$ cat src/hdl/bsoc_pkg.sv
`timescale 1ns / 1ps

package bsoc_pkg;

    localparam logic [6:0] FULL_PERCENT = 7'd100;
    localparam logic [6:0] FIRST_CAP_PERCENT = 7'd99;

    localparam logic KIND_GAUGE   = 1'b0;
    localparam logic KIND_CHARGER = 1'b1;

    typedef enum logic [1:0] {
        MODE_DISCHARGING = 2'd0,
        MODE_CHARGING    = 2'd1,
        MODE_DONE        = 2'd2,
        MODE_UNKNOWN     = 2'd3
    } mode_t;

    typedef enum logic [1:0] {
        ST_DISCHARGING = 2'd0,
        ST_CHARGING    = 2'd1,
        ST_FULL        = 2'd2
    } status_t;

    typedef enum logic [1:0] {
        LVL_CRITICAL = 2'd0,
        LVL_NORMAL   = 2'd1,
        LVL_FULL     = 2'd2
    } level_t;

    typedef enum logic [2:0] {
        REG_UPDATE_PERIOD   = 3'd0,
        REG_LONG_PERIOD     = 3'd1,
        REG_MAX_DROP        = 3'd2,
        REG_CRITICAL_LOW_MV = 3'd3,
        REG_DEAD_MV         = 3'd4,
        REG_FORCED_DROP     = 3'd5,
        REG_LOW_LEVEL       = 3'd6,
        REG_COMPLETE_CANCEL = 3'd7
    } reg_index_t;

    localparam logic [31:0] RST_UPDATE_PERIOD   = 32'd59000;
    localparam logic [31:0] RST_LONG_PERIOD     = 32'd3599000;
    localparam logic [6:0]  RST_MAX_DROP        = 7'd2;
    localparam logic [12:0] RST_CRITICAL_LOW_MV = 13'd3450;
    localparam logic [12:0] RST_DEAD_MV         = 13'd3400;
    localparam logic [6:0]  RST_FORCED_DROP     = 7'd6;
    localparam logic [6:0]  RST_LOW_LEVEL       = 7'd15;
    localparam logic [6:0]  RST_COMPLETE_CANCEL = 7'd96;

    typedef struct packed {
        logic [31:0] update_period_ms;
        logic [31:0] long_period_ms;
        logic [6:0]  max_drop_per_update;
        logic [12:0] critical_low_mv;
        logic [12:0] dead_mv;
        logic [6:0]  forced_drop;
        logic [6:0]  low_level_percent;
        logic [6:0]  complete_cancel_percent;
    } cfg_t;

    typedef struct packed {
        logic        kind;
        logic [15:0] raw_soc_word;
        logic [15:0] cell_voltage_word;
        logic [31:0] elapsed_ms;
        logic [1:0]  charger_event;
    } item_t;

    // first member in the highest bits, so reported_percent lands at bit 0
    typedef struct packed {
        logic       fast_poll;
        logic       notify;
        logic       percent_updated;
        logic       health_dead;
        logic [1:0] charge_level;
        logic [1:0] supply_status;
        logic [6:0] reported_percent;
    } result_t;

endpackage

$ cat src/hdl/bsoc_cfg.sv
`timescale 1ns / 1ps

module bsoc_cfg
(
    input  logic            clk,
    input  logic            rst_n,
    input  logic            cfg_we,
    input  logic [2:0]      cfg_index,
    input  logic [31:0]     cfg_wdata,
    output bsoc_pkg::cfg_t  cfg
);

    bsoc_pkg::cfg_t cfg_reg;

    always_ff @(posedge clk or negedge rst_n)
    begin
        if (!rst_n)
        begin
            cfg_reg.update_period_ms        <= bsoc_pkg::RST_UPDATE_PERIOD;
            cfg_reg.long_period_ms          <= bsoc_pkg::RST_LONG_PERIOD;
            cfg_reg.max_drop_per_update     <= bsoc_pkg::RST_MAX_DROP;
            cfg_reg.critical_low_mv         <= bsoc_pkg::RST_CRITICAL_LOW_MV;
            cfg_reg.dead_mv                 <= bsoc_pkg::RST_DEAD_MV;
            cfg_reg.forced_drop             <= bsoc_pkg::RST_FORCED_DROP;
            cfg_reg.low_level_percent       <= bsoc_pkg::RST_LOW_LEVEL;
            cfg_reg.complete_cancel_percent <= bsoc_pkg::RST_COMPLETE_CANCEL;
        end
        else if (cfg_we)
        begin
            case (bsoc_pkg::reg_index_t'(cfg_index))
                bsoc_pkg::REG_UPDATE_PERIOD:   cfg_reg.update_period_ms <= cfg_wdata;
                bsoc_pkg::REG_LONG_PERIOD:     cfg_reg.long_period_ms <= cfg_wdata;
                bsoc_pkg::REG_MAX_DROP:        cfg_reg.max_drop_per_update <= cfg_wdata[6:0];
                bsoc_pkg::REG_CRITICAL_LOW_MV: cfg_reg.critical_low_mv <= cfg_wdata[12:0];
                bsoc_pkg::REG_DEAD_MV:         cfg_reg.dead_mv <= cfg_wdata[12:0];
                bsoc_pkg::REG_FORCED_DROP:     cfg_reg.forced_drop <= cfg_wdata[6:0];
                bsoc_pkg::REG_LOW_LEVEL:       cfg_reg.low_level_percent <= cfg_wdata[6:0];
                bsoc_pkg::REG_COMPLETE_CANCEL: cfg_reg.complete_cancel_percent <= cfg_wdata[6:0];
                default:                       cfg_reg <= cfg_reg;
            endcase
        end
    end

    assign cfg = cfg_reg;

endmodule

$ cat src/hdl/bsoc_core.sv
`timescale 1ns / 1ps

module bsoc_core
(
    input  logic                clk,
    input  logic                rst_n,
    input  bsoc_pkg::cfg_t      cfg,
    input  bsoc_pkg::item_t     item,
    input  logic                advance,
    output bsoc_pkg::result_t   res
);

    logic [6:0]  shown_reg,       shown_next;
    logic [6:0]  previous_reg,    previous_next;
    logic [8:0]  raw_pct_reg,     raw_pct_next;
    logic        first_done_reg,  first_done_next;
    bsoc_pkg::mode_t   mode_reg,  mode_next;
    logic        complete_reg,    complete_next;
    bsoc_pkg::status_t status_next;
    bsoc_pkg::status_t prev_status_reg, prev_status_next;
    bsoc_pkg::level_t  level_reg, level_next;
    logic        dead_reg,        dead_next;
    logic [31:0] time_reg,        time_next;

    logic [8:0]  raw_pct;
    logic [32:0] time_sum;
    logic [31:0] time_sat;
    logic [15:0] mv_x5;
    logic [12:0] mv;
    logic [6:0]  init_pct;
    logic [6:0]  prev_pct;
    logic [6:0]  shown_base;
    logic [8:0]  target_raw;
    logic [6:0]  target;
    logic [6:0]  dec;
    logic [6:0]  smoothed;
    logic        updated;
    logic        discharging;
    logic        pct_notify;

    function automatic bsoc_pkg::status_t status_of(bsoc_pkg::mode_t m, logic [6:0] pct,
                                                    logic done);
        bsoc_pkg::status_t s;
        if (m == bsoc_pkg::MODE_DISCHARGING || m == bsoc_pkg::MODE_UNKNOWN)
            s = bsoc_pkg::ST_DISCHARGING;
        else if (pct >= bsoc_pkg::FULL_PERCENT && done)
            s = bsoc_pkg::ST_FULL;
        else
            s = bsoc_pkg::ST_CHARGING;
        return s;
    endfunction

    // gauge sample datapath
    always_comb
    begin
        raw_pct  = {1'b0, item.raw_soc_word[15:8]} + {8'd0, |item.raw_soc_word[7:0]};
        time_sum = {1'b0, time_reg} + {1'b0, item.elapsed_ms};
        time_sat = time_sum[32] ? 32'hFFFF_FFFF : time_sum[31:0];
        // (w >> 3) * 625 / 1000 is exactly (w >> 3) * 5 / 8
        mv_x5    = {3'd0, item.cell_voltage_word[15:3]}
                 + {1'b0, item.cell_voltage_word[15:3], 2'd0};
        mv       = mv_x5[15:3];

        init_pct   = (raw_pct >= {2'd0, bsoc_pkg::FULL_PERCENT}) ?
                     bsoc_pkg::FIRST_CAP_PERCENT : raw_pct[6:0];
        prev_pct   = first_done_reg ? previous_reg : init_pct;
        shown_base = first_done_reg ? shown_reg : init_pct;

        if (complete_reg)
            target_raw = {2'd0, bsoc_pkg::FULL_PERCENT};
        else if (raw_pct >= {2'd0, bsoc_pkg::FULL_PERCENT} && prev_pct < bsoc_pkg::FULL_PERCENT)
            target_raw = {2'd0, bsoc_pkg::FIRST_CAP_PERCENT};
        else
            target_raw = raw_pct;
        target = (target_raw > {2'd0, bsoc_pkg::FULL_PERCENT}) ?
                 bsoc_pkg::FULL_PERCENT : target_raw[6:0];

        dec = (prev_pct > target) ? prev_pct - target : 7'd0;
        if (dec > cfg.max_drop_per_update)
            dec = cfg.max_drop_per_update;

        discharging = (mode_reg == bsoc_pkg::MODE_DISCHARGING) ||
                      (mode_reg == bsoc_pkg::MODE_UNKNOWN);
        updated  = 1'b1;
        smoothed = target;
        if (discharging)
        begin
            if (mv >= cfg.critical_low_mv)
            begin
                if (time_sat >= cfg.long_period_ms)
                    smoothed = (target > prev_pct) ? prev_pct : target;
                else if (time_sat < cfg.update_period_ms)
                    updated = 1'b0;
                else
                    smoothed = prev_pct - dec;
            end
            else if (mv < cfg.dead_mv)
                smoothed = 7'd0;
            else
                smoothed = (prev_pct <= cfg.forced_drop) ? 7'd0 : prev_pct - cfg.forced_drop;
        end
        else if (target > prev_pct)
            smoothed = prev_pct + 7'd1;
    end

    // next state for both kinds of transfer
    always_comb
    begin
        shown_next      = shown_reg;
        previous_next   = previous_reg;
        raw_pct_next    = raw_pct_reg;
        first_done_next = first_done_reg;
        mode_next       = mode_reg;
        complete_next   = complete_reg;
        level_next      = level_reg;
        dead_next       = dead_reg;
        time_next       = time_reg;
        pct_notify      = 1'b0;

        if (item.kind == bsoc_pkg::KIND_GAUGE)
        begin
            raw_pct_next    = raw_pct;
            first_done_next = 1'b1;
            shown_next      = updated ? smoothed : shown_base;
            time_next       = updated ? 32'd0 : time_sat;
            previous_next   = prev_pct;
            if (shown_next != prev_pct)
            begin
                previous_next = shown_next;
                pct_notify    = (shown_next >= bsoc_pkg::FULL_PERCENT) || (shown_next == 7'd0);
            end
            status_next = status_of(mode_reg, shown_next, complete_reg);
            if (shown_next >= bsoc_pkg::FULL_PERCENT)
            begin
                level_next = bsoc_pkg::LVL_FULL;
                dead_next  = 1'b0;
            end
            else if (shown_next < cfg.low_level_percent)
            begin
                level_next = bsoc_pkg::LVL_CRITICAL;
                dead_next  = 1'b1;
            end
            else
            begin
                level_next = bsoc_pkg::LVL_NORMAL;
                dead_next  = 1'b0;
            end
        end
        else
        begin
            mode_next = bsoc_pkg::mode_t'(item.charger_event);
            if (mode_next == bsoc_pkg::MODE_DONE)
                complete_next = 1'b1;
            else if (mode_next != bsoc_pkg::MODE_CHARGING ||
                     raw_pct_reg < {2'd0, cfg.complete_cancel_percent})
                complete_next = 1'b0;
            status_next = status_of(mode_next, shown_reg, complete_next);
        end

        // current status only lives in the result, the register keeps the previous one
        prev_status_next = status_next;

        res.reported_percent = shown_next;
        res.supply_status    = status_next;
        res.charge_level     = level_next;
        res.health_dead      = dead_next;
        res.percent_updated  = (item.kind == bsoc_pkg::KIND_GAUGE) && updated;
        res.notify           = pct_notify || (status_next != prev_status_reg);
        res.fast_poll        = (status_next != bsoc_pkg::ST_DISCHARGING);
    end

    always_ff @(posedge clk or negedge rst_n)
    begin
        if (!rst_n)
        begin
            shown_reg       <= 7'd0;
            previous_reg    <= 7'd0;
            raw_pct_reg     <= 9'd0;
            first_done_reg  <= 1'b0;
            mode_reg        <= bsoc_pkg::MODE_DISCHARGING;
            complete_reg    <= 1'b0;
            prev_status_reg <= bsoc_pkg::ST_DISCHARGING;
            level_reg       <= bsoc_pkg::LVL_CRITICAL;
            dead_reg        <= 1'b0;
            time_reg        <= 32'd0;
        end
        else if (advance)
        begin
            shown_reg       <= shown_next;
            previous_reg    <= previous_next;
            raw_pct_reg     <= raw_pct_next;
            first_done_reg  <= first_done_next;
            mode_reg        <= mode_next;
            complete_reg    <= complete_next;
            prev_status_reg <= prev_status_next;
            level_reg       <= level_next;
            dead_reg        <= dead_next;
            time_reg        <= time_next;
        end
    end

endmodule

$ cat src/hdl/battery_soc_smoothing_filter_unit.sv
`timescale 1ns / 1ps

// State-of-charge smoothing filter. Each transfer on the input stream is either
// a gauge sample (tuser low) or a charger event (tuser high) and produces exactly
// one result transfer. An accepted item sits in an input register; the whole smoothing
// step, including the 32-bit time accumulation and the threshold compares, runs in a
// single pass from that register into the result register, where the filter state is
// updated at the same edge. A result is offered once its item has moved from the input
// register into the result register, and one item per cycle is sustained as long as
// the output side keeps taking results. A stalled result holds the input register, so
// the input side stalls once one item waits behind it. Configuration registers take
// effect from the next item and should be written only while no item is in flight.

module battery_soc_smoothing_filter_unit
(
    input  logic        clk,
    input  logic        rst_n,

    input  logic        s_axis_tvalid,
    output logic        s_axis_tready,
    // raw_soc_word[15:0], cell_voltage_word[31:16], elapsed_ms[63:32],
    // charger_event[65:64], zero fill [71:66]
    input  logic [71:0] s_axis_tdata,
    // kind
    input  logic        s_axis_tuser,

    output logic        m_axis_tvalid,
    input  logic        m_axis_tready,
    // reported_percent[6:0], supply_status[8:7], charge_level[10:9],
    // health_dead[11], percent_updated[12], notify[13], fast_poll[14], zero [15]
    output logic [15:0] m_axis_tdata,

    input  logic        cfg_we,
    input  logic [2:0]  cfg_index,
    input  logic [31:0] cfg_wdata
);

    bsoc_pkg::cfg_t    cfg;
    bsoc_pkg::item_t   in_item_reg;
    logic              in_valid_reg;
    bsoc_pkg::result_t res;
    bsoc_pkg::result_t out_res_reg;
    logic              out_valid_reg;
    logic              advance;
    logic              in_take;

    assign advance       = in_valid_reg && (!out_valid_reg || m_axis_tready);
    assign s_axis_tready = !in_valid_reg || advance;
    assign in_take       = s_axis_tvalid && s_axis_tready;

    bsoc_cfg u_cfg
    (
        .clk       (clk),
        .rst_n     (rst_n),
        .cfg_we    (cfg_we),
        .cfg_index (cfg_index),
        .cfg_wdata (cfg_wdata),
        .cfg       (cfg)
    );

    bsoc_core u_core
    (
        .clk     (clk),
        .rst_n   (rst_n),
        .cfg     (cfg),
        .item    (in_item_reg),
        .advance (advance),
        .res     (res)
    );

    always_ff @(posedge clk or negedge rst_n)
    begin
        if (!rst_n)
        begin
            in_valid_reg  <= 1'b0;
            out_valid_reg <= 1'b0;
        end
        else
        begin
            if (in_take)
                in_valid_reg <= 1'b1;
            else if (advance)
                in_valid_reg <= 1'b0;

            if (advance)
                out_valid_reg <= 1'b1;
            else if (m_axis_tready)
                out_valid_reg <= 1'b0;
        end
    end

    always_ff @(posedge clk)
    begin
        if (in_take)
        begin
            in_item_reg.kind              <= s_axis_tuser;
            in_item_reg.raw_soc_word      <= s_axis_tdata[15:0];
            in_item_reg.cell_voltage_word <= s_axis_tdata[31:16];
            in_item_reg.elapsed_ms        <= s_axis_tdata[63:32];
            in_item_reg.charger_event     <= s_axis_tdata[65:64];
        end
        if (advance)
            out_res_reg <= res;
    end

    assign m_axis_tvalid = out_valid_reg;
    assign m_axis_tdata  = {1'b0, out_res_reg};

endmodule

$ cat config.mk
export PLATFORM = sky130hd
export DESIGN_NAME = battery_soc_smoothing_filter_unit
export DESIGN_NICKNAME = d
export VERILOG_FILES = /design/src/hdl/bsoc_pkg.sv /design/src/hdl/bsoc_cfg.sv /design/src/hdl/bsoc_core.sv /design/src/hdl/battery_soc_smoothing_filter_unit.sv
export SDC_FILE = /design/constraint.sdc
export NUM_CORES = 1
export LEC_CHECK = 0
export ABC_AREA = 1
export BUFFER_PORTS_ARGS = -buffer_cell sky130_fd_sc_hd__buf_2
export CORE_MARGIN = 2
export CORE_UTILIZATION = 40
export DETAILED_ROUTE_END_ITERATION = 6
export PLACE_DENSITY_LB_ADDON = 0.08
export SETUP_SLACK_MARGIN = 0.3
export SLEW_MARGIN = 10
export SYNTH_ARGS = -nofsm -noshare
export SYNTH_HDL_FRONTEND = slang
export SYNTH_SLANG_ARGS = --single-unit
$ cat constraint.sdc
create_clock -name clk -period 8.75 [get_ports clk]
set_input_delay 1.75 -clock clk [delete_from_list [all_inputs] [get_ports clk]]
set_output_delay 1.75 -clock clk [all_outputs]
set_load 0.02 [all_outputs]
# Word-level counts from Yosys, hierarchy flattened
# Cells that the tools add are included.
classes:
  add_sub_neg: 7
  magnitude_cmp: 15
  eq_ne: 13
  n_mux: 45
  bitwise: 1
  reduce_logical: 33
ops:
  columns: ["cell", "n"]
  rows:
  - ["two-way mux 7 bit", 17]
  - ["two-way mux 32 bit", 2]
  - ["adder 32 x 32 -> 33 bit", 1]
  - [">= comparator 32 bit", 1]
  - ["less-than comparator 32 bit", 1]
  - ["greater-than comparator 7 bit", 3]
  - ["subtractor 7 bit", 3]
  - ["AND reduction 2 bit", 10]
  - ["two-way mux 9 bit", 2]
  - ["two-way mux 1 bit", 17]
  - ["adder 13 x 15 -> 16 bit", 1]
  - [">= comparator 7 bit, second input constant", 2]
  - ["two-way mux 2 bit", 7]
  - [">= comparator 13 bit", 1]
  - ["less-than comparator 13 bit", 1]
  - ["== test 3 bit, second input constant", 4]
  - ["adder 8 x 1 -> 9 bit", 1]
  - [">= comparator 9 x 7 -> 1 bit, second input constant", 1]
  - ["greater-than comparator 9 x 7 -> 1 bit, second input constant", 1]
  - ["less-than comparator 9 x 7 -> 1 bit", 1]
  - ["OR reduction 8 bit", 1]
  - ["adder 7 x 1 -> 7 bit, second input constant", 1]
  - ["less-or-equal comparator 7 bit", 1]
  - ["logical NOT 7 bit", 1]
  - ["other kinds (15)", 33]
word_totals:
  regBits: 266
  out_inout_bits: 18
  elab_cells: 146

# Logic depth before layout (Yosys ltp)
# Gate-level depths: netlist of the first run.
depth:
  depth_word: 28
  depth_mapped: 70

# By module
# A second synthesis of the first run with hierarchy kept.
unflattened:
  hier_cells: 2113
  hier_area_um2: 16884.9
by_module_without_submodules:
  columns: ["module", "n_inst", "cells_per_inst", "area_each_um2", "seq_area_each_um2"]
  rows:
  - ["bsoc_core", 1, 1485, 9606.7, 1601.5]
  - ["bsoc_cfg", 1, 532, 4709.5, 3006.6]
  - ["battery_soc_smoothing_filter_unit", 1, 96, 2568.7, 2512.4]

# Worst setup path after synthesis of the first run
# No wires, ideal clock.
synth_path:
  kind: "register to register"
  from: "reg in_item_reg[51] (netlist bit)"
  to: "reg out_res_reg (netlist bit m_axis_tdata[9]) (data pin)"
  setup_time_ns: 0.254
  arrival_ns: 7.551
  t_required_ns: 8.496
  path_slack_ns: 0.945
  stages_incl_launch_ff: 65
  path_buffers: 1
  period_less_slack_ns: 7.805
  path_cell_list: "edfxtp_1 > nor4_1 > nand2_1 > ha_1 > ha_1 > nand2_1 > nor2_1 > nand2_1 > nand2_2 > nor2_4 > nand2_4 > nand4_1 > o21ai_2 > nor2_4 > nand2_4 > nand2_4 > o2111ai_1 > nand2_1 > [29 not listed] > nand2_1 > a21oi_1 > xnor2_1 > xor2_1 > inv_1 > nand2_1 > nand3_1 > nand2_1 > nand2_1 > nand2_1 > nand2_2 > ha_1 > nand2_1 > nor2_1 > nor2_1 > nand3_2 > nand2_1 > nand2_1"
synth_lines:
  columns: ["item", "line_no", "text"]
  rows:
  - ["from (decl)", "battery_soc_smoothing_filter_unit.sv:39", "bsoc_pkg::item_t in_item_reg;"]
  - ["to (signal assigned)", "battery_soc_smoothing_filter_unit.sv:103", "out_res_reg <= res;"]
  - ["to (decl)", "battery_soc_smoothing_filter_unit.sv:42", "bsoc_pkg::result_t out_res_reg;"]

==> results of run 1 <==
-- layout by cell type, fill, tap and decap left out, drive strengths merged, types with 4 or more instances in the layout --
| master | netlist | routed |
|---|---|---|
| a211oi | 5 | 5 |
| o21ai | 225 | 225 |
| inv | 329 | 332 |
| nand3 | 65 | 65 |
| o21a | 4 | 4 |
| o21bai | 7 | 7 |
| a21oi | 128 | 128 |
| clkinv | 1 | 13 |
| o31ai | 4 | 4 |
| xnor2 | 13 | 13 |
| a31oi | 11 | 11 |
| nor3 | 15 | 15 |
| nor4 | 5 | 5 |
| a22o | 8 | 8 |
| clkbuf | 34 | 44 |
| o211ai | 11 | 11 |
| edfxtp | 79 | 79 |
| ha | 175 | 175 |
| xor2 | 23 | 23 |
| nand2 | 512 | 512 |
| nand4 | 25 | 25 |
| fa | 5 | 5 |
| dfrtp | 141 | 141 |
| buf | 8 | 166 |
| nor2 | 114 | 114 |
| dfstp | 43 | 43 |
-- area by class of cell --
class,instances,share of cell area [%]
multi-input cells,1381,44.11
flip-flops and latches,263,36.26
repair buffers,167,4.982
well taps,532,3.433
inverters,330,6.414
clock inverters,15,0.4130
clock buffers,43,4.388
-- cells by family (layout without fill, tap and decap cells) --
family,count (synthesis),after routing,synth area share [%]
buffers and inverters,372,555,8.652
other,1,1,0.02259
adder cells (fa/ha/maj),180,180,13.79
AO/OA/AOI/OAI,421,421,14.03
AND/OR/NAND/NOR,743,743,19.25
flip-flops,263,263,42.35
XOR/XNOR,36,36,1.899
-- critical path, delay by kind of cell (launching register included) --
kind | cells | cell delay [ns]
compound gates | 8 | 1.00
buf+inv | 7 | 0.63
fa+ha+maj | 7 | 1.84
flops | 1 | 0.37
simple gates | 37 | 3.55
xor+xnor | 3 | 0.37
-- metrics by stage --
stage          utilization (%)  cell area, sq um
3_3_place_gp             43.65             17860
2_1_floorplan                -             16600
3_5_place_dp             43.65             17860
6_report                 47.38             19390
4_1_cts                  45.99             18820
5_1_grt                  47.38             19390
-- where the power goes --
part	total, mW	internal, mW	switching (mW)
registers	1.69	1.56	0.129
clock network	1.20	0.676	0.527
logic	3.52	1.36	2.16
-- layer usage --
metal	up-vias	global-route usage [%]	share of wire [%]	routed length, microns
met5	-	0	0.057	24
met4	4	4.427	1.8	746
met3	52	2.148	3.5	1477
met2	207	31.90	46	19350
met1	6310	27.29	49	20560
li1	6941	-	-	-
-- how the worst max path moves through the flow --
stage                     from               end  cells past startpoint
6_report       in_item_reg[52]   m_axis_tdata[9]                     62
2_1_floorplan  in_item_reg[51]   m_axis_tdata[9]                     64
3_3_place_gp   in_item_reg[51]   m_axis_tdata[9]                     63
5_1_grt        in_item_reg[52]  m_axis_tdata[13]                     66
3_5_place_dp   in_item_reg[51]   m_axis_tdata[9]                     63
4_1_cts        in_item_reg[51]   m_axis_tdata[9]                     64
-- timing repair --
item | CTS | global route
setup buffers | 1 | 22
pin swaps | 2 | 57
gates resized for setup | 8 | 93
setup endpoints to repair | 10 | 15
==> flow_summary.toml, run 1 <==
[cts]
cts.sinks = 263
cts_max_path_buffers = 3
path_clk_slew_ns = 0.06
hold_buffers = 0
tritoncts = "done"
clk_latency_ns = 0.59
h-tree-depth = 1
cts_buffers = 31
cts-root-buf = "clkbuf_16"

[die]
initial_core_util_pct = 40.56
fp.dieH_microns = 207.7
ios = 131
row_count = 74
die_area_sq_um = 43150
die_width_microns = 207.7
core_area_sq_um = 40920

[setup_path]
rr_worst_depth = 62
worst_ep_required_time_ns = 9.09
crit_fanout = 7
endpoint_kind = "flop"
crit_type = "reg -> reg"
r2r_end = "m_axis_tdata[9]"
r2r_setup_slack_ns = 0.74
critPathMostFrequentCell = "nand2_1"
cp_slowest_cell = "fa_2"
reg2reg_from = "in_item_reg[52]"
crit_arrival_ns = 8.35
cpPeakStageDelay_ns = 0.40
worstSetupStartpointType = "flop"

[cells_and_area]
drive_above_1_share_pct = 17.74
seqCellArea_sq_um = 7030
area_growth_pct = 16.80
fin_cells = 2731
antenna_cells = 0
largest_reg_flops = 118
nets = 2467
fillers = 4084
multi_input_area_sq_um = 8553

[route]
drtPass1Iterations = 5
via_per_inst = 4.948
drt_wl_total_microns = 42160
dr.first_iter.drc_count = 595
ant_nets = 0
post-route-drc-count = 0
wire_per_inst_microns = 15.44
vias = 13514

[sta]
fin_setup_tns_ns = 0
drv_slew = 0
rsz0062_at_grt = "yes"
setup_slack_ns = 0.7401
hold_viol = 0
worst_clock_skew_ns = 0.02090
max_clock_freq_ghz = 0.1248
hold_ws_ns = 0.4720
worstMarginPinSlew_ns = 1.125
slew_headroom_pct = 24.98
period_needed_ns = 8.010
fin_crit_sh_pct = 91.54
setup_viol = 0

[yosys]
synth_top_area_cell = "dfrtp_1"
synthesis.area_sq_um = 16600
syn_nets = 2309
synth_seq_cells = 263
syn_inst = 2016
synth_area_leaders = "dfrtp_1 (21%), edfxtp_1 (14%), ha_1 (13%)"
yosysWarnings = 0
synthTopCellsByCount = "nand2_1 (488), inv_1 (322), o21ai_0 (212), ha_1 (175), dfrtp_1 (141)"
yosysTopAreaCellShare_pct = 21.25
synth_edf_count = 79
synth_cell_types = 65
avgSynthCellArea_sq_um = 8.235
ys_seq_area_share_pct = 42.35
ys_async_sr_fraction_pct = 69.96
synth_ff_type = "dfrtp_1"
yosysMostFrequentCell = "nand2_1"

[placement]
dp_hpwl_microns = 31150
port_buffers = 120
dp_slack_ns = -0.02937
place.gp.congestion = 0.8868
dp_cells = 2650

[power_and_ir_drop]
power_density_nw_per_um2 = 330.5
leakagePower_nw = 9.642
p_total_mw = 6.409
vdd_ir_drop_max_mv = 0.1687

[global_routing]
track_usage_pct = 19.32
grt_max_degree = 108
antenna_found_initial = 2
grt_pass1_wl_microns = 67870
grt_overflow = 0
grt_pass1_vias = 13006

[outcome]
status = "completed"

[worst_hold_path]
worstHoldPathCells = 2
min_path_type = "reg -> reg"
min_from = "u_core.raw_pct_reg[7]"
whs_endpoint = "u_core.raw_pct_reg[7]"

[run]
max-cap-violations = 0
(Power assumes the default switching activity.)
==> inputs of run 2 (changes only) <==
CELL_PAD_IN_SITES_DETAIL_PLACEMENT = 1   (was not set)
CELL_PAD_IN_SITES_GLOBAL_PLACEMENT = 2   (was not set)
CORE_UTILIZATION = 37   (was 40)
==> flow_summary.toml, run 2 (synthesis results as in run 1) <==
[outcome]
status = "completed"

[power_and_ir_drop]
leakagePower_nw = 10.14
power_density_nw_per_um2 = 339.9
vdd_ir_drop_max_mv = 0.2310

[global_routing]
grt_pass1_wl_microns = 79590
antenna_found_initial = 4
track_usage_pct = 21.35
grt_pass1_vias = 14969
grt_overflow = 0
grt_max_degree = 121

[setup_path]
crit_fanout = 5
r2r_setup_slack_ns = 0.40
cp_slowest_cell = "edfxtp_1"
crit_arrival_ns = 8.71
r2r_end = "m_axis_tdata[9]"
crit_type = "reg -> reg"
critPathMostFrequentCell = "buf_6"
worst_ep_required_time_ns = 9.11
endpoint_kind = "flop"
worstSetupStartpointType = "flop"
cpPeakStageDelay_ns = 0.38
rr_worst_depth = 62
reg2reg_from = "in_item_reg[51]"

[die]
ios = 131
row_count = 77
die_area_sq_um = 46580
die_width_microns = 215.8
initial_core_util_pct = 37.54
core_area_sq_um = 44220
fp.dieH_microns = 215.8

[sta]
slew_headroom_pct = 30.96
max_clock_freq_ghz = 0.1197
fin_crit_sh_pct = 95.47
setup_slack_ns = 0.3961
rsz0062_at_grt = "yes"
worst_clock_skew_ns = 0.01391
period_needed_ns = 8.354
fin_setup_tns_ns = 0
hold_viol = 0
worstMarginPinSlew_ns = 1.036
setup_viol = 0
drv_slew = 0

[route]
ant_nets = 0
drt_wl_total_microns = 50270
drtPass1Iterations = 5
post-route-drc-count = 0
via_per_inst = 4.989
wire_per_inst_microns = 17.54
dr.first_iter.drc_count = 685
vias = 14299

[run]
max-cap-violations = 0

[cts]
h-tree-depth = 1
tritoncts = "done"
path_clk_slew_ns = 0.06
cts_buffers = 31
cts.sinks = 263
hold_buffers = 0
cts_max_path_buffers = 3
clk_latency_ns = 0.61
cts-root-buf = "clkbuf_16"

[cells_and_area]
nets = 2542
fillers = 5246
layout_common_cells = "nand2_1 (465), inv_1 (313), o21ai_0 (209)"
area_growth_pct = 23.21
antenna_cells = 0
final_core_util_pct = 46.26
largest_reg_flops = 118
drive_above_1_share_pct = 21.02
final_common_cell = "nand2_1"

[placement]
dp_slack_ns = -0.1366
place.gp.congestion = 0.8613
dp_hpwl_microns = 36140
port_buffers = 120

[worst_hold_path]
min_path_type = "reg -> reg"
worstHoldPathCells = 2
min_from = "u_cfg.cfg[60]"
whs_endpoint = "u_cfg.cfg[60]"
-- run 2: cell types whose count changed in the layout (fill, tap and decap cells not counted), moves of 3 or more --
cell,change
buf_6,+32
nand3_2,+4
nand2_2,+5
nand2_1,-3
nand3_1,-4
bufinv_16,+10
clkinv_2,-3
buf_4,+42
clkbuf_1,-6
-- run 2: area by class of cell --
class / count / area, sq um / area share [%]
Sequential cell: 263 / 7030 / 34.37
Inverter: 330 / 1244 / 6.080
Tap cell: 592 / 740.7 / 3.621
Timing Repair Buffer: 242 / 1662 / 8.123
Clock inverter: 23 / 389.1 / 1.902
Clock buffer: 35 / 800.8 / 3.915
Multi-Input combinational cell: 1381 / 8588 / 41.99
-- run 2: how the worst max path moves through the flow --
| stage | start | slack [ns] | endpoint | cells after the start |
|---|---|---|---|---|
| floorplan | in_item_reg[51] | 0.95 | m_axis_tdata[9] | 64 |
| global placement | in_item_reg[51] | 0.11 | m_axis_tdata[9] | 63 |
| detailed placement | in_item_reg[51] | -0.14 | m_axis_tdata[9] | 63 |
| CTS | in_item_reg[52] | 0.33 | m_axis_tdata[9] | 62 |
| global route | in_item_reg[51] | 0.03 | m_axis_tdata[13] | 68 |
| finish | in_item_reg[51] | 0.40 | m_axis_tdata[9] | 62 |
-- run 2: routing by layer --
metal / up-vias / GRT usage (%) / routed length, microns
met5: - / 0 / 60
met4: 8 / 5.333 / 1191
met3: 80 / 3.002 / 1643
met2: 172 / 35.24 / 23550
met1: 6941 / 29.48 / 23830
li1: 7098 / - / -
-- run 2: worst max-delay path, delay by kind of cell, from the launching register on --
family                     cells  cell delay (ns)
AOI/OAI and AO/OA              1             0.15
xor gates and xnor gates       1             0.13
adders and majority gates      3             0.66
buffers and inverters         45             5.20
DFF                            1             0.38
and+or+nand+nor               12             1.57
-- run 2: report_power, final --
group	switching, mW	leakage (nW)	total [mW]	internal, mW
clock	0.567	0.579	1.52	0.954
sequential	0.135	3.02	1.69	1.56
combinational	2.28	6.54	3.74	1.45
total	2.99	10.1	6.95	3.97
-- run 2: repair_timing --
item	CTS	global route
pin swaps	4	77
endpoints found under the hold margin	0	0
setup buffers	47	29
setup endpoints to repair	13	49
gates resized for setup	14	125
gates cloned	0	0
-- run 2: per-stage QoR --
step / area, sq um / instances / power, mW / hold WS [ns]
after floorplan: 16600 / 2016 / 3.987 / 0.4447
after global placement: 18100 / 2732 / 4.926 / 0.4634
after detailed placement: 18100 / 2732 / 5.038 / 0.4734
after CTS: 19680 / 2837 / 6.637 / 0.4890
after global routing: 20450 / 2866 / 7.559 / 0.5051
final: 20450 / 2866 / 6.952 / 0.4833
==> inputs of run 3 (changes only) <==
CELL_PAD_IN_SITES_DETAIL_PLACEMENT = 0   (was 1)
CELL_PAD_IN_SITES_GLOBAL_PLACEMENT = 1   (was 2)
CORE_UTILIZATION = 40   (was 37)
==> flow_summary.toml, run 3 (synthesis results as in run 1) <==
[sta]
period_needed_ns = 8.384
slew_headroom_pct = 25.23
setup_viol = 0
fin_setup_tns_ns = 0
fin_crit_sh_pct = 95.82
rsz0062_at_grt = "yes"
drv_slew = 0
max_clock_freq_ghz = 0.1193
worstMarginPinSlew_ns = 1.118
worst_clock_skew_ns = 0.01464
hold_viol = 0

[die]
core_area_sq_um = 40920
initial_core_util_pct = 40.56
die_area_sq_um = 43150
die_width_microns = 207.7
fp.dieH_microns = 207.7
ios = 131
row_count = 74

[global_routing]
antenna_found_initial = 1
track_usage_pct = 20.52
grt_max_degree = 105
grt_overflow = 0
grt_pass1_vias = 13560
grt_pass1_wl_microns = 71010

[cells_and_area]
drive_above_1_share_pct = 20.76
fillers = 4026
area_growth_pct = 21.62
final_common_cell = "nand2_1"
nets = 2545
antenna_cells = 0
final_core_util_pct = 49.33
layout_common_cells = "nand2_1 (465), inv_1 (313), o21ai_0 (207)"
largest_reg_flops = 118

[outcome]
status = "completed"

[cts]
cts_buffers = 34
hold_buffers = 0
h-tree-depth = 2
cts-root-buf = "clkbuf_16"
path_clk_slew_ns = 0.05
cts.sinks = 263
tritoncts = "done"
cts_max_path_buffers = 3
clk_latency_ns = 0.54

[power_and_ir_drop]
power_density_nw_per_um2 = 333.2
vdd_ir_drop_max_mv = 0.1776
p_total_mw = 6.727
leakagePower_nw = 10.08

[run]
max-cap-violations = 0

[route]
post-route-drc-count = 0
drt_wl_total_microns = 44220
wire_per_inst_microns = 15.74
drtPass1Iterations = 5
ant_nets = 0
vias = 13833
dr.first_iter.drc_count = 598
via_per_inst = 4.923

[setup_path]
crit_arrival_ns = 8.67
crit_fanout = 4
cp_slowest_cell = "edfxtp_1"
endpoint_kind = "flop"
worstSetupStartpointType = "flop"
critPathMostFrequentCell = "buf_4"
crit_type = "reg -> reg"
worst_ep_required_time_ns = 9.04
cpPeakStageDelay_ns = 0.39

[placement]
port_buffers = 120
dp_hpwl_microns = 32260
place.gp.congestion = 0.8673

[worst_hold_path]
min_path_type = "reg -> reg"
## run 3: critical path: cells and delay by family, from the launching register on
family,cells,cell delay [ns]
buffers and inverters,44,5.40
and+or+nand+nor,12,1.44
adders and majority gates,3,0.65
DFF,1,0.39
AOI/OAI and AO/OA,1,0.13
xor gates and xnor gates,1,0.12
## run 3: worst paths after layout
check,to,slack (ns),depth (start not counted),from
setup / recovery,m_axis_tdata[9],0.37,61,in_item_reg[50]
hold / removal,u_core.raw_pct_reg[8],0.48,2,u_core.raw_pct_reg[8]
setup reg to reg,m_axis_tdata[9],0.37,61,in_item_reg[50]
hold reg to reg,u_core.raw_pct_reg[8],0.48,2,u_core.raw_pct_reg[8]
max in group asynchronous,u_cfg.cfg[33],6.20,2,rst_n
min in group asynchronous,u_cfg.cfg[81],1.23,1,rst_n
## run 3: repair_timing
| item | in CTS | in global routing |
|---|---|---|
| pin swaps | 6 | 62 |
| resized for setup | 13 | 105 |
| endpoints found under the setup margin | 11 | 14 |
| setup buffers | 44 | 15 |
## run 3: layout make-up
| type | instances | area, sq um | share of cell area (%) |
|---|---|---|---|
| Tap cell | 532 | 665.6 | 3.297 |
| Clock buffer | 49 | 991.0 | 4.908 |
| Timing Repair Buffer | 242 | 1582 | 7.833 |
| Clock inverter | 13 | 117.6 | 0.5825 |
| Multi-Input combinational cell | 1381 | 8562 | 42.41 |
| Inverter | 330 | 1241 | 6.148 |
| Sequential cell | 263 | 7030 | 34.82 |
## run 3: metal layers
layer / up-vias / GRT usage, % / wire [microns]
li1: 7121 / - / -
met1: 6429 / 29.33 / 21910
met2: 213 / 32.53 / 19660
met3: 68 / 2.632 / 1540
met4: 2 / 6.090 / 1089
met5: - / 0 / 11
## run 3: power by group
part / internal [mW] / total, mW / leakage (nW) / switching, mW
combinational: 1.47 / 3.64 / 6.51 / 2.17
sequential: 1.56 / 1.69 / 3.02 / 0.129
clock: 0.848 / 1.40 / 0.549 / 0.551
## run 3: through the flow
step                setup WS [ns]  hold WS [ns]  cell area (sq um)  instances
floorplan                  0.9451        0.4447              16600       2016
global placement          0.03551        0.4638              18160       2689
detailed placement       -0.08092        0.4695              18160       2689
CTS                        0.3169        0.4829              19620       2795
global route               0.1655        0.4993              20190       2810
finish                     0.3656        0.4780              20190       2810
